[src/rtl/cso_pkg.sv]
// cso_pkg: shared widths, register indexes, sprite codes and the arrow bitmap
// for the cursor overlay; no dependencies

package cso_pkg;

    localparam int COL_W  = 10;
    localparam int ROW_W  = 9;
    localparam int PIX_W  = 32;
    localparam int CFG_W  = 12;
    // offset width: a pixel coordinate minus a signed 12-bit origin
    localparam int DIFF_W = CFG_W + 1;

    localparam int SCREEN_WIDTH_DEF  = 640;
    localparam int SCREEN_HEIGHT_DEF = 480;
    localparam int SPRITE_ROWS = 12;
    localparam int SPRITE_COLS = 9;
    localparam int SROW_W = $clog2(SPRITE_ROWS);
    localparam int SCOL_W = $clog2(SPRITE_COLS);

    localparam int CFG_IDX_W = 1;
    localparam logic [CFG_IDX_W-1:0] REG_CURSOR_COL = 1'b0;
    localparam logic [CFG_IDX_W-1:0] REG_CURSOR_ROW = 1'b1;

    localparam logic signed [CFG_W-1:0] CURSOR_COL_RST = 12'sd320;
    localparam logic signed [CFG_W-1:0] CURSOR_ROW_RST = 12'sd240;

    localparam logic [PIX_W-1:0] COLOR_BLACK = 32'h0000_0000;
    localparam logic [PIX_W-1:0] COLOR_WHITE = 32'h00FF_FFFF;

    typedef enum logic [1:0] {
        CODE_CLEAR = 2'd0,
        CODE_BLACK = 2'd1,
        CODE_WHITE = 2'd2
    } code_t;

    typedef struct packed {
        logic signed [CFG_W-1:0] col;
        logic signed [CFG_W-1:0] row;
    } cursor_t;

    localparam code_t ARROW_CODES [0:SPRITE_ROWS-1][0:SPRITE_COLS-1] = '{
        '{CODE_BLACK, CODE_CLEAR, CODE_CLEAR, CODE_CLEAR, CODE_CLEAR,
          CODE_CLEAR, CODE_CLEAR, CODE_CLEAR, CODE_CLEAR},
        '{CODE_BLACK, CODE_BLACK, CODE_CLEAR, CODE_CLEAR, CODE_CLEAR,
          CODE_CLEAR, CODE_CLEAR, CODE_CLEAR, CODE_CLEAR},
        '{CODE_BLACK, CODE_WHITE, CODE_BLACK, CODE_CLEAR, CODE_CLEAR,
          CODE_CLEAR, CODE_CLEAR, CODE_CLEAR, CODE_CLEAR},
        '{CODE_BLACK, CODE_WHITE, CODE_WHITE, CODE_BLACK, CODE_CLEAR,
          CODE_CLEAR, CODE_CLEAR, CODE_CLEAR, CODE_CLEAR},
        '{CODE_BLACK, CODE_WHITE, CODE_WHITE, CODE_WHITE, CODE_BLACK,
          CODE_CLEAR, CODE_CLEAR, CODE_CLEAR, CODE_CLEAR},
        '{CODE_BLACK, CODE_WHITE, CODE_WHITE, CODE_WHITE, CODE_WHITE,
          CODE_BLACK, CODE_CLEAR, CODE_CLEAR, CODE_CLEAR},
        '{CODE_BLACK, CODE_WHITE, CODE_WHITE, CODE_WHITE, CODE_WHITE,
          CODE_WHITE, CODE_BLACK, CODE_CLEAR, CODE_CLEAR},
        '{CODE_BLACK, CODE_WHITE, CODE_WHITE, CODE_WHITE, CODE_WHITE,
          CODE_WHITE, CODE_WHITE, CODE_BLACK, CODE_CLEAR},
        '{CODE_BLACK, CODE_WHITE, CODE_WHITE, CODE_WHITE, CODE_BLACK,
          CODE_BLACK, CODE_BLACK, CODE_BLACK, CODE_BLACK},
        '{CODE_BLACK, CODE_WHITE, CODE_BLACK, CODE_WHITE, CODE_BLACK,
          CODE_CLEAR, CODE_CLEAR, CODE_CLEAR, CODE_CLEAR},
        '{CODE_BLACK, CODE_BLACK, CODE_CLEAR, CODE_BLACK, CODE_WHITE,
          CODE_BLACK, CODE_CLEAR, CODE_CLEAR, CODE_CLEAR},
        '{CODE_BLACK, CODE_CLEAR, CODE_CLEAR, CODE_BLACK, CODE_BLACK,
          CODE_CLEAR, CODE_CLEAR, CODE_CLEAR, CODE_CLEAR}
    };

endpackage

[src/rtl/cso_pixel_if.sv]
// cso_pixel_if: scanned-out pixel channel (coordinates and back-buffer color)
// depends on cso_pkg for field widths

interface cso_pixel_if;
    logic                      valid;
    logic                      ready;
    logic [cso_pkg::COL_W-1:0] pixel_col;
    logic [cso_pkg::ROW_W-1:0] pixel_row;
    logic [cso_pkg::PIX_W-1:0] pixel_in;

    modport source (output valid, output pixel_col, output pixel_row,
                    output pixel_in, input ready);
    modport sink   (input valid, input pixel_col, input pixel_row,
                    input pixel_in, output ready);
endinterface

[src/rtl/cso_color_if.sv]
// cso_color_if: displayed color channel out of the cursor overlay
// depends on cso_pkg for field widths

interface cso_color_if;
    logic                      valid;
    logic                      ready;
    logic [cso_pkg::PIX_W-1:0] pixel_out;

    modport source (output valid, output pixel_out, input ready);
    modport sink   (input valid, input pixel_out, output ready);
endinterface

[src/rtl/cursor_sprite_overlay.sv]
// cursor_sprite_overlay: arrow cursor overlay on the scan-out pixel stream
// depends on cso_pkg, cso_pixel_if, cso_color_if and cso_overlay_pipe
//
//  channel        dir  handshake      payload
//  pixel_stream   in   valid/ready    pixel_col[9:0], pixel_row[8:0], pixel_in[31:0]
//  display_stream out  valid/ready    pixel_out[31:0]
//  cfg            in   cfg_we         cfg_index[0], cfg_data[11:0]
//
// one pixel per cycle sustained while display_stream is ready; each pixel passes
// through the offset subtract, sprite table lookup and color select registers in
// that order, and its result is offered on display_stream from the last of them
// the three pipeline stages each carry a valid bit; back-pressure stalls only
// as far as the first empty stage, so nothing is dropped or repeated
// reset gives an empty pipeline and the cursor origin at column 320, row 240

module cursor_sprite_overlay #(
    parameter int SCREEN_WIDTH  = cso_pkg::SCREEN_WIDTH_DEF,
    parameter int SCREEN_HEIGHT = cso_pkg::SCREEN_HEIGHT_DEF
) (
    input  logic                          clk,
    input  logic                          rst_n,
    input  logic                          cfg_we,
    input  logic [cso_pkg::CFG_IDX_W-1:0] cfg_index,
    input  logic [cso_pkg::CFG_W-1:0]     cfg_data,
    cso_pixel_if.sink                     pixel_stream,
    cso_color_if.source                   display_stream
);

    cso_pkg::cursor_t cursor_reg;
    cso_pkg::cursor_t cursor_next;

    always_comb
    begin
        cursor_next = cursor_reg;
        if (cfg_we)
        begin
            unique case (cfg_index)
                cso_pkg::REG_CURSOR_COL: cursor_next.col = signed'(cfg_data);
                cso_pkg::REG_CURSOR_ROW: cursor_next.row = signed'(cfg_data);
            endcase
        end
    end

    always_ff @(posedge clk or negedge rst_n)
    begin
        if (!rst_n)
        begin
            cursor_reg.col <= cso_pkg::CURSOR_COL_RST;
            cursor_reg.row <= cso_pkg::CURSOR_ROW_RST;
        end
        else
        begin
            cursor_reg <= cursor_next;
        end
    end

    cso_overlay_pipe #(
        .SCREEN_WIDTH  (SCREEN_WIDTH),
        .SCREEN_HEIGHT (SCREEN_HEIGHT)
    ) u_pipe (
        .clk    (clk),
        .rst_n  (rst_n),
        .cursor (cursor_reg),
        .pixels (pixel_stream),
        .colors (display_stream)
    );

endmodule

[src/rtl/cso_overlay_pipe.sv]
// cso_overlay_pipe: three-stage pixel pipeline (offset, sprite lookup, color select)
// depends on cso_pkg, cso_pixel_if and cso_color_if

module cso_overlay_pipe #(
    parameter int SCREEN_WIDTH  = cso_pkg::SCREEN_WIDTH_DEF,
    parameter int SCREEN_HEIGHT = cso_pkg::SCREEN_HEIGHT_DEF
) (
    input  logic             clk,
    input  logic             rst_n,
    input  cso_pkg::cursor_t cursor,
    cso_pixel_if.sink        pixels,
    cso_color_if.source      colors
);

    localparam int DW = cso_pkg::DIFF_W;
    localparam logic [DW-1:0] SCR_W_LIM  = DW'(SCREEN_WIDTH);
    localparam logic [DW-1:0] SCR_H_LIM  = DW'(SCREEN_HEIGHT);
    localparam logic [DW-1:0] SPR_C_LIM  = DW'(cso_pkg::SPRITE_COLS);
    localparam logic [DW-1:0] SPR_R_LIM  = DW'(cso_pkg::SPRITE_ROWS);

    // stage enables: a stage loads when empty or when its content moves on
    logic en1, en2, en3;

    // stage 1: offsets from the cursor origin
    logic                      s1_valid_reg;
    logic signed [DW-1:0]      s1_dx_reg, s1_dy_reg;
    logic                      s1_onscreen_reg;
    logic [cso_pkg::PIX_W-1:0] s1_pixel_reg;
    logic signed [DW-1:0]      s1_dx_next, s1_dy_next;
    logic                      s1_onscreen_next;

    // stage 2: sprite code
    logic                      s2_valid_reg;
    cso_pkg::code_t            s2_code_reg;
    logic [cso_pkg::PIX_W-1:0] s2_pixel_reg;
    cso_pkg::code_t            s2_code_next;
    logic                      s2_inside;

    // stage 3: output register
    logic                      s3_valid_reg;
    logic [cso_pkg::PIX_W-1:0] s3_pixel_reg;
    logic [cso_pkg::PIX_W-1:0] s3_pixel_next;

    assign en3 = !s3_valid_reg || colors.ready;
    assign en2 = !s2_valid_reg || en3;
    assign en1 = !s1_valid_reg || en2;
    assign pixels.ready = en1;

    always_comb
    begin
        s1_dx_next = signed'({{(DW - cso_pkg::COL_W){1'b0}}, pixels.pixel_col})
                   - signed'({cursor.col[cso_pkg::CFG_W-1], cursor.col});
        s1_dy_next = signed'({{(DW - cso_pkg::ROW_W){1'b0}}, pixels.pixel_row})
                   - signed'({cursor.row[cso_pkg::CFG_W-1], cursor.row});
        s1_onscreen_next =
            ({{(DW - cso_pkg::COL_W){1'b0}}, pixels.pixel_col} < SCR_W_LIM) &&
            ({{(DW - cso_pkg::ROW_W){1'b0}}, pixels.pixel_row} < SCR_H_LIM);
    end

    always_comb
    begin
        s2_inside = s1_onscreen_reg
                 && !s1_dx_reg[DW-1] && (unsigned'(s1_dx_reg) < SPR_C_LIM)
                 && !s1_dy_reg[DW-1] && (unsigned'(s1_dy_reg) < SPR_R_LIM);
        s2_code_next = s2_inside
            ? cso_pkg::ARROW_CODES[s1_dy_reg[cso_pkg::SROW_W-1:0]]
                                  [s1_dx_reg[cso_pkg::SCOL_W-1:0]]
            : cso_pkg::CODE_CLEAR;
    end

    always_comb
    begin
        unique case (s2_code_reg)
            cso_pkg::CODE_BLACK: s3_pixel_next = cso_pkg::COLOR_BLACK;
            cso_pkg::CODE_WHITE: s3_pixel_next = cso_pkg::COLOR_WHITE;
            default:             s3_pixel_next = s2_pixel_reg;
        endcase
    end

    always_ff @(posedge clk or negedge rst_n)
    begin
        if (!rst_n)
        begin
            s1_valid_reg <= 1'b0;
            s2_valid_reg <= 1'b0;
            s3_valid_reg <= 1'b0;
        end
        else
        begin
            if (en1)
                s1_valid_reg <= pixels.valid;
            if (en2)
                s2_valid_reg <= s1_valid_reg;
            if (en3)
                s3_valid_reg <= s2_valid_reg;
        end
    end

    always_ff @(posedge clk)
    begin
        if (en1)
        begin
            s1_dx_reg       <= s1_dx_next;
            s1_dy_reg       <= s1_dy_next;
            s1_onscreen_reg <= s1_onscreen_next;
            s1_pixel_reg    <= pixels.pixel_in;
        end
        if (en2)
        begin
            s2_code_reg  <= s2_code_next;
            s2_pixel_reg <= s1_pixel_reg;
        end
        if (en3)
            s3_pixel_reg <= s3_pixel_next;
    end

    assign colors.valid     = s3_valid_reg;
    assign colors.pixel_out = s3_pixel_reg;

    // input is held off only when every stage is occupied
    a_ready_full: assert property (@(posedge clk) disable iff (!rst_n)
        !pixels.ready |-> (s1_valid_reg && s2_valid_reg && s3_valid_reg))
        else $error("input stalled while the pipeline has a free stage");

    // an off-screen pixel never picks up a sprite code
    a_offscreen_clear: assert property (@(posedge clk) disable iff (!rst_n)
        (en2 && s1_valid_reg && !s1_onscreen_reg) |=>
            (s2_code_reg == cso_pkg::CODE_CLEAR))
        else $error("off-screen pixel got a cursor code");

    // a stalled result stays in the output stage
    a_hold_result: assert property (@(posedge clk) disable iff (!rst_n)
        (s3_valid_reg && !colors.ready) |=> s3_valid_reg)
        else $error("stalled result dropped");

    // stage 2 content is not overwritten while stage 3 is blocked
    a_stage2_hold: assert property (@(posedge clk) disable iff (!rst_n)
        (s2_valid_reg && s3_valid_reg && !colors.ready) |=>
            (s2_valid_reg && $stable(s2_pixel_reg) && $stable(s2_code_reg)))
        else $error("stage 2 lost its item during a stall");

endmodule
[src/flat_wrapper.sv]
// flat-port wrapper written by rule: the top's interface ports become plain ports
module cursor_sprite_overlay_flat 
#(
    parameter int SCREEN_WIDTH  = cso_pkg::SCREEN_WIDTH_DEF,
    parameter int SCREEN_HEIGHT = cso_pkg::SCREEN_HEIGHT_DEF
)
  (clk, rst_n, cfg_we, cfg_index, cfg_data, pixel_stream_valid, pixel_stream_pixel_col, pixel_stream_pixel_row, pixel_stream_pixel_in, pixel_stream_ready, display_stream_valid, display_stream_pixel_out, display_stream_ready);
  cso_pixel_if pixel_stream_i ();
  cso_color_if display_stream_i ();
  input  logic clk;
  input  logic rst_n;
  input  logic cfg_we;
  input  logic [cso_pkg::CFG_IDX_W-1:0] cfg_index;
  input  logic [cso_pkg::CFG_W-1:0] cfg_data;
  input wire logic [$bits(pixel_stream_i.valid)-1:0] pixel_stream_valid;
  input wire logic [$bits(pixel_stream_i.pixel_col)-1:0] pixel_stream_pixel_col;
  input wire logic [$bits(pixel_stream_i.pixel_row)-1:0] pixel_stream_pixel_row;
  input wire logic [$bits(pixel_stream_i.pixel_in)-1:0] pixel_stream_pixel_in;
  output wire logic [$bits(pixel_stream_i.ready)-1:0] pixel_stream_ready;
  output wire logic [$bits(display_stream_i.valid)-1:0] display_stream_valid;
  output wire logic [$bits(display_stream_i.pixel_out)-1:0] display_stream_pixel_out;
  input wire logic [$bits(display_stream_i.ready)-1:0] display_stream_ready;
  assign pixel_stream_i.valid = pixel_stream_valid;
  assign pixel_stream_i.pixel_col = pixel_stream_pixel_col;
  assign pixel_stream_i.pixel_row = pixel_stream_pixel_row;
  assign pixel_stream_i.pixel_in = pixel_stream_pixel_in;
  assign pixel_stream_ready = pixel_stream_i.ready;
  assign display_stream_valid = display_stream_i.valid;
  assign display_stream_pixel_out = display_stream_i.pixel_out;
  assign display_stream_i.ready = display_stream_ready;
  cursor_sprite_overlay #(.SCREEN_WIDTH(SCREEN_WIDTH), .SCREEN_HEIGHT(SCREEN_HEIGHT)) u_core (.clk(clk), .rst_n(rst_n), .cfg_we(cfg_we), .cfg_index(cfg_index), .cfg_data(cfg_data), .pixel_stream(pixel_stream_i), .display_stream(display_stream_i));
endmodule
[config.mk]
export PLATFORM = sky130hd
export DESIGN_NAME = cursor_sprite_overlay_flat
export DESIGN_NICKNAME = d
export VERILOG_FILES = /design/src/rtl/cso_pkg.sv /design/src/rtl/cso_pixel_if.sv /design/src/rtl/cso_color_if.sv /design/src/rtl/cursor_sprite_overlay.sv /design/src/rtl/cso_overlay_pipe.sv /design/src/flat_wrapper.sv
export SDC_FILE = /design/constraint.sdc
export NUM_CORES = 1
export LEC_CHECK = 0
export ABC_AREA = 1
export BUFFER_PORTS_ARGS = -buffer_cell sky130_fd_sc_hd__clkbuf_2
export CAP_MARGIN = 20
export CORE_UTILIZATION = 57
export CTS_CLUSTER_SIZE = 12
export DETAILED_ROUTE_END_ITERATION = 6
export HOLD_SLACK_MARGIN = 0.06
export MAX_ROUTING_LAYER = met4
export PLACE_DENSITY = 0.87
export SLEW_MARGIN = 20
export SYNTH_ARGS = -nofsm -noshare
export SYNTH_HDL_FRONTEND = slang
export SYNTH_SLANG_ARGS = --single-unit
[constraint.sdc]
create_clock -name clk -period 7.5 [get_ports clk]
set_input_delay 1.125 -clock clk [delete_from_list [all_inputs] [get_ports clk]]
set_output_delay 1.125 -clock clk [all_outputs]
set_load 0.02 [all_outputs]
### Yosys cells after proc, flatten, opt, wreduce, memory -nomap -nowiden

Memory sizes are Yosys's and may differ from the RTL's.
Cells that the tools add are included.

| operators by class | value |
|---|---|
| add/subtract/negate cells | 2 |
| $lt $le $gt $ge | 6 |
| equal/unequal tests | 2 |
| multiplexer cells | 6 |
| bitwise operators | 3 |
| reductions and logical operators | 15 |

Operator list:

| operator | count |
|---|---|
| $pmux 32 s2 | 1 |
| $mux 18 | 2 |
| $lt 13x4->1 const B | 2 |
| $sub 10x12->13 | 1 |
| $sub 11x12->13 | 1 |
| $ge 5x5->1 const B | 2 |
| $lt 10x10->1 const B | 1 |
| $not 4->5 | 2 |
| $lt 9x9->1 const B | 1 |
| $bmux 2 s4 | 1 |
| $logic_and 1x1->1 | 5 |
| $logic_not 1->1 | 5 |
| $mux 2 | 2 |
| $reduce_and 2->1 | 2 |
| $logic_or 1x1->1 | 3 |
| $eq 2x1->1 const B | 1 |
| $eq 2x2->1 const B | 1 |
| $not 1->1 | 1 |

| storage, ports and cells | value |
|---|---|
| flip-flop bits (word level) | 152 |
| bits in read-only memories | 288 |
| bits of input ports | 69 |
| output and inout port bits | 34 |
| word-level logic and storage cells | 47 |
| memories kept | 1 |

Memory list:

| memory | depth | width | rd ports | clocked after memory_dff | wr ports | RTL line | RTL |
|---|---|---|---|---|---|---|---|
| (name not given) | 16 | 18 | 1 | 0 | 0 | cso_overlay_pipe.sv:66 | `? cso_pkg::ARROW_CODES[s1_dy_reg[cso_pkg::SROW_W-1:0]]` |

### Depth between registers and ports, before layout

| depth | value |
|---|---|
| depth after elaboration | 7 |
| gate-level depth with buffers | 10 |
| gate-level depth less buffers | 10 |

### By module

From an unflattened synthesis, not the netlist that was laid out.

| second synthesis, totals | value |
|---|---|
| cells, all modules | 572 |
| area, all modules | 6548.8 um2 |

By module, submodules not included:

| module | instances | cells each | area each (um2) | sequential area each (um2) |
|---|---|---|---|---|
| cso_overlay_pipe | 1 | 466 | 5577.8 | 3828.7 |
| cursor_sprite_overlay | 1 | 106 | 970.9 | 608.1 |

### Worst setup path after synthesis

OpenSTA, ideal clock, no wires.

| timing path | value |
|---|---|
| path kind | input-to-output |
| start | input port display_stream_ready |
| end | output port pixel_stream_ready |
| arrival time | 3460 ps |
| data required time | 6375 ps |
| setup slack | 2915 ps |
| cell stages on the path | 4 |
| path buffers | 0 |
| cells stage by stage | inv_1 -> nand2_1 -> nor2_1 -> nand2_1 |

| between the ends | value |
|---|---|
| longest elaborated chain between the ends | 3 |

Ends and longest elaborated chain:

| element | RTL line | RTL |
|---|---|---|
| start, declared | flat_wrapper.sv:22 | `input wire logic [$bits(display_stream_i.ready)-1:0] display_stream_ready;` |
| $logic_or 1x1->1 | cso_overlay_pipe.sv:44 | `assign en3 = !s3_valid_reg \|\| colors.ready;` |
| named net u_core.u_pipe.en3 | cso_overlay_pipe.sv:22 | `logic en1, en2, en3;` |
| $logic_or 1x1->1 | cso_overlay_pipe.sv:45 | `assign en2 = !s2_valid_reg \|\| en3;` |
| $logic_or 1x1->1 | cso_overlay_pipe.sv:46 | `assign en1 = !s1_valid_reg \|\| en2;` |
| end, declared | flat_wrapper.sv:19 | `output wire logic [$bits(pixel_stream_i.ready)-1:0] pixel_stream_ready;` |

The timed path passes the listed nets, and every way through them passes these cells.

### Final worst setup path

Ends and elaborated chain as after synthesis.

==> impl_metrics.prom <==
# TYPE chip_impl_metric gauge
chip_impl_metric{name="first_iter_violations",unit=""} 311
chip_impl_metric{name="synth_top_area_frac",unit=""} 0.5746
chip_impl_metric{name="post_synth_num_cell_types",unit=""} 34
chip_impl_metric{name="design.core.area",unit="µm²"} 10980
chip_impl_metric{name="die-width",unit="µm"} 109.1
chip_impl_metric{name="place_congestion",unit=""} 0.9444
chip_impl_metric{name="synthesis.area",unit="µm²"} 6533
chip_impl_metric{name="drt_drc_violations_left",unit=""} 4
chip_impl_metric{name="die_h",unit="µm"} 109.1
chip_impl_metric{name="period_needed",unit="ns"} 3.240
chip_impl_metric{name="setup_violations",unit=""} 0
chip_impl_metric{name="n_fill_cell",unit=""} 763
chip_impl_metric{name="cts-htree-levels",unit=""} 4
chip_impl_metric{name="area_delta_synth_final",unit="%"} 19.13
chip_impl_metric{name="slew_viol_final",unit=""} 0
chip_impl_metric{name="initial_core_util",unit=""} 0.5948
chip_impl_metric{name="worstPathBufferInverterCount",unit=""} 4
chip_impl_info{name="worst_hold_path.endpoint",value="u_core.u_pipe.s2_pixel_reg[2]$_DFFE_PP_"} 1
chip_impl_metric{name="syn-mean-instance-area",unit="µm²"} 11.28
chip_impl_metric{name="static-leakage-power",unit="nW"} 3.601
chip_impl_info{name="critPathTopFamily",value="buffers and inverters"} 1
chip_impl_metric{name="detailed_routing_iterations_pass_1",unit=""} 7
chip_impl_metric{name="clkSinkCount",unit=""} 152
chip_impl_metric{name="ios",unit=""} 103
chip_impl_metric{name="largest_fanout_on_the_critical_path",unit=""} 34
chip_impl_metric{name="wl_per_cell",unit="µm"} 15.00
chip_impl_info{name="clockRootBuffer",value="sky130_fd_sc_hd__clkbuf_16"} 1
chip_impl_metric{name="cts_repair_resize_count",unit=""} 0
chip_impl_metric{name="globalRoute.totalOverflow",unit=""} 0
chip_impl_info{name="cts_tree",value="yes"} 1
chip_impl_metric{name="grt_first_pass_wirelength",unit="µm"} 19760
chip_impl_metric{name="setup_slack",unit="ns"} 4.260
chip_impl_metric{name="synth-seq-cells",unit=""} 152
chip_impl_info{name="criticalPathCategory",value="in2out"} 1
chip_impl_metric{name="cts.hold.buffers_added",unit=""} 0
chip_impl_metric{name="grt_max_degree",unit=""} 61
chip_impl_metric{name="numPortBuffers",unit=""} 102
chip_impl_metric{name="wirelength",unit="µm"} 12660
chip_impl_metric{name="setup-tns-final",unit="ns"} 0
chip_impl_metric{name="hold_depth",unit=""} 0
chip_impl_metric{name="slew_headroom",unit=""} 0.3514
chip_impl_metric{name="design.final.nets",unit=""} 782
chip_impl_metric{name="timing.critical_path.slowest_cell_delay",unit="ns"} 0.37
chip_impl_metric{name="fraction_of_final_layout_cells_sized_beyond_drive_strength_1",unit=""} 0.2188
chip_impl_metric{name="antenna_violations_before_repair",unit=""} 0
chip_impl_metric{name="numCtsBuffers",unit=""} 17
chip_impl_info{name="worstSetupEndpointType",value="output port"} 1
chip_impl_info{name="run_status",value="complete, but fails checks"} 1
chip_impl_info{name="critical_path.most_common_cell",value="sky130_fd_sc_hd__clkbuf_2"} 1
chip_impl_metric{name="reg2reg_setup_slack",unit="ns"} 5.02
chip_impl_metric{name="first_global_vias",unit=""} 4289
chip_impl_metric{name="worst_setup_hold_path_clk_slew",unit="ns"} 0.07
chip_impl_metric{name="fin_crit_sh",unit=""} 0.4320
chip_impl_metric{name="critical_path_arrival",unit="ns"} 2.11
chip_impl_metric{name="dp.cells",unit=""} 812
chip_impl_info{name="yosysTopAreaCell",value="sky130_fd_sc_hd__edfxtp_1"} 1
chip_impl_metric{name="dr_total_vias",unit=""} 4362
chip_impl_metric{name="vdd.ir_drop.worst",unit="V"} 0.0001829
chip_impl_metric{name="cts_setup_buffers",unit=""} 0
chip_impl_metric{name="syn_inst",unit=""} 579
chip_impl_metric{name="core.rowCount",unit=""} 38
chip_impl_info{name="setup.worst_path.start_class",value="input pin"} 1
chip_impl_info{name="setup_repair_after_global_routing_missed_its_margin",value="no"} 1
chip_impl_metric{name="finalHoldViolations",unit=""} 0
chip_impl_metric{name="place_hpwl",unit="µm"} 8944
chip_impl_metric{name="clk-insertion-delay-late",unit="ns"} 0.42
chip_impl_info{name="min_delay_startpoint",value="u_core.u_pipe.s1_pixel_reg[2]$_DFFE_PP_"} 1
chip_impl_metric{name="dp_slack",unit="ns"} 4.281
chip_impl_metric{name="yosysWarningCount",unit=""} 0
chip_impl_info{name="crit_slowest_cell",value="sky130_fd_sc_hd__buf_4"} 1
chip_impl_metric{name="synth_nets",unit=""} 670
chip_impl_info{name="violations",value="DRC"} 1
chip_impl_info{name="timing.critical_path.cells",value="clkbuf_2 > inv_1 > nand2_1 > buf_4 > nor2_1 > nand2_2 > clkbuf_2"} 1
chip_impl_metric{name="p_per_area",unit="nW/µm²"} 309.0
chip_impl_info{name="synth_area_leaders",value="sky130_fd_sc_hd__edfxtp_1 (57%), sky130_fd_sc_hd__nand2_1 (8.5%), sky130_fd_sc_hd__dfrtp_1 (8.0%)"} 1
chip_impl_metric{name="drt-vias-per-instance",unit=""} 5.168
chip_impl_metric{name="post_route_non_filler_standard_cell_count",unit=""} 844
chip_impl_metric{name="cts_buffer_depth",unit=""} 2
chip_impl_metric{name="count_of_antenna_diodes_in_the_layout",unit=""} 0
chip_impl_metric{name="p_total",unit="mW"} 2.405
chip_impl_metric{name="worst-endpoint-required",unit="ns"} 6.38
chip_impl_metric{name="number_of_maximum_capacitance_constraint_violations",unit=""} 0
chip_impl_info{name="critical_path.reg2reg.startpoint",value="u_core.u_pipe.s2_code_reg[1]$_SDFFCE_PN0P_"} 1
chip_impl_metric{name="share_of_synthesized_area_occupied_by_flip_flops_and_latches",unit=""} 0.6792
chip_impl_metric{name="worstRegToRegCells",unit=""} 4
chip_impl_metric{name="worstMarginPinSlew",unit="ns"} 0.9730
chip_impl_metric{name="grt_usage",unit=""} 0.2357
chip_impl_metric{name="final.setup_skew",unit="ns"} 0.01338
chip_impl_info{name="r2r-end",value="u_core.u_pipe.colors.pixel_out[16]$_DFFE_PP_"} 1
chip_impl_metric{name="fp.dieArea",unit="µm²"} 11890
chip_impl_info{name="holdCritPathClass",value="reg2reg"} 1
chip_impl_metric{name="timing.fmax",unit="GHz"} 0.3087
chip_impl_metric{name="post-route-util",unit=""} 0.7086
chip_impl_metric{name="ant_nets",unit=""} 0
how the worst max path moves through the flow:
stage	to	cells past startpoint	slack, ns	start
6_report	pixel_stream_ready	7	4.26	display_stream_ready
3_3_place_gp	pixel_stream_ready	7	4.33	display_stream_ready
4_1_cts	pixel_stream_ready	7	4.27	display_stream_ready
5_1_grt	pixel_stream_ready	7	4.15	display_stream_ready
2_1_floorplan	pixel_stream_ready	4	2.91	display_stream_ready
3_5_place_dp	pixel_stream_ready	7	4.28	display_stream_ready
area by class of cell:
class	instances	area, µm²	share of cell area
Timing Repair Buffer	104	525.5	0.06752
Tap cell	140	175.2	0.02251
Multi-Input combinational cell	335	1739	0.2235
Clock buffer	19	432.9	0.05563
Clock inverter	13	168.9	0.02170
Inverter	81	304.0	0.03907
Sequential cell	152	4437	0.5701
through the flow:
stage / instance area [µm²] / hold WS, ns
2_1_floorplan: 6533 / 0.4003
5_1_grt: 7782 / 0.4179
6_report: 7782 / 0.4111
4_1_cts: 7782 / 0.4155
3_3_place_gp: 7181 / 0.4001
3_5_place_dp: 7181 / 0.4045
synth_stat cells (all sizes together):
cell type  instances
nand2            149
edfxtp           125
inv               80
nor2              45
o21ai             36
a21oi             24
nand3             24
dfrtp             21
ha                20
xor2              11
xnor2              8
buf                6
dfstp              6
clkbuf             5
nor3               5
nand4              3
a31oi              2
fa                 2
or2                2
a21o               1
a41oi              1
clkinv             1
o21a               1
o21bai             1
report_power, final:
group	switching [mW]	leakage, nW	total, mW	internal (mW)
Combinational	0.261	1.72	0.401	0.140
Sequential	0.0581	1.60	1.14	1.08
Clock	0.339	0.283	0.866	0.527
Total	0.658	3.60	2.40	1.75
cells by family after synthesis:
kind of cell / Yosys count / synth area share
adder cells (fa/ha/maj): 22 / 0.04444
flip-flops: 152 / 0.6792
buffers and inverters: 92 / 0.05497
AO/OA/AOI/OAI: 66 / 0.05440
XOR/XNOR: 19 / 0.02547
AND/OR/NAND/NOR: 228 / 0.1415
layer usage:
layer / routed length, µm / share of wire / up-vias / GRT usage
met1: 5258 / 0.42 / 2009 / 0.2691
met2: 6446 / 0.51 / 184 / 0.4003
li1: - / - / 2146 / -
met5: 0 / 0 / - / -
met4: 237 / 0.019 / 0 / 0.08687
met3: 714 / 0.056 / 23 / 0.05977
placed cells by master (no fill, tap or decap), types with 20 or more instances in the layout:
master / count
sky130_fd_sc_hd__nand3_1: 23
sky130_fd_sc_hd__nor2_1: 44
sky130_fd_sc_hd__dfrtp_1: 21
sky130_fd_sc_hd__clkbuf_2: 102
sky130_fd_sc_hd__a21oi_1: 22
sky130_fd_sc_hd__edfxtp_1: 125
sky130_fd_sc_hd__nand2_1: 147
sky130_fd_sc_hd__o21ai_0: 26
sky130_fd_sc_hd__ha_1: 20
sky130_fd_sc_hd__inv_1: 75
(Power assumes the default switching activity.)
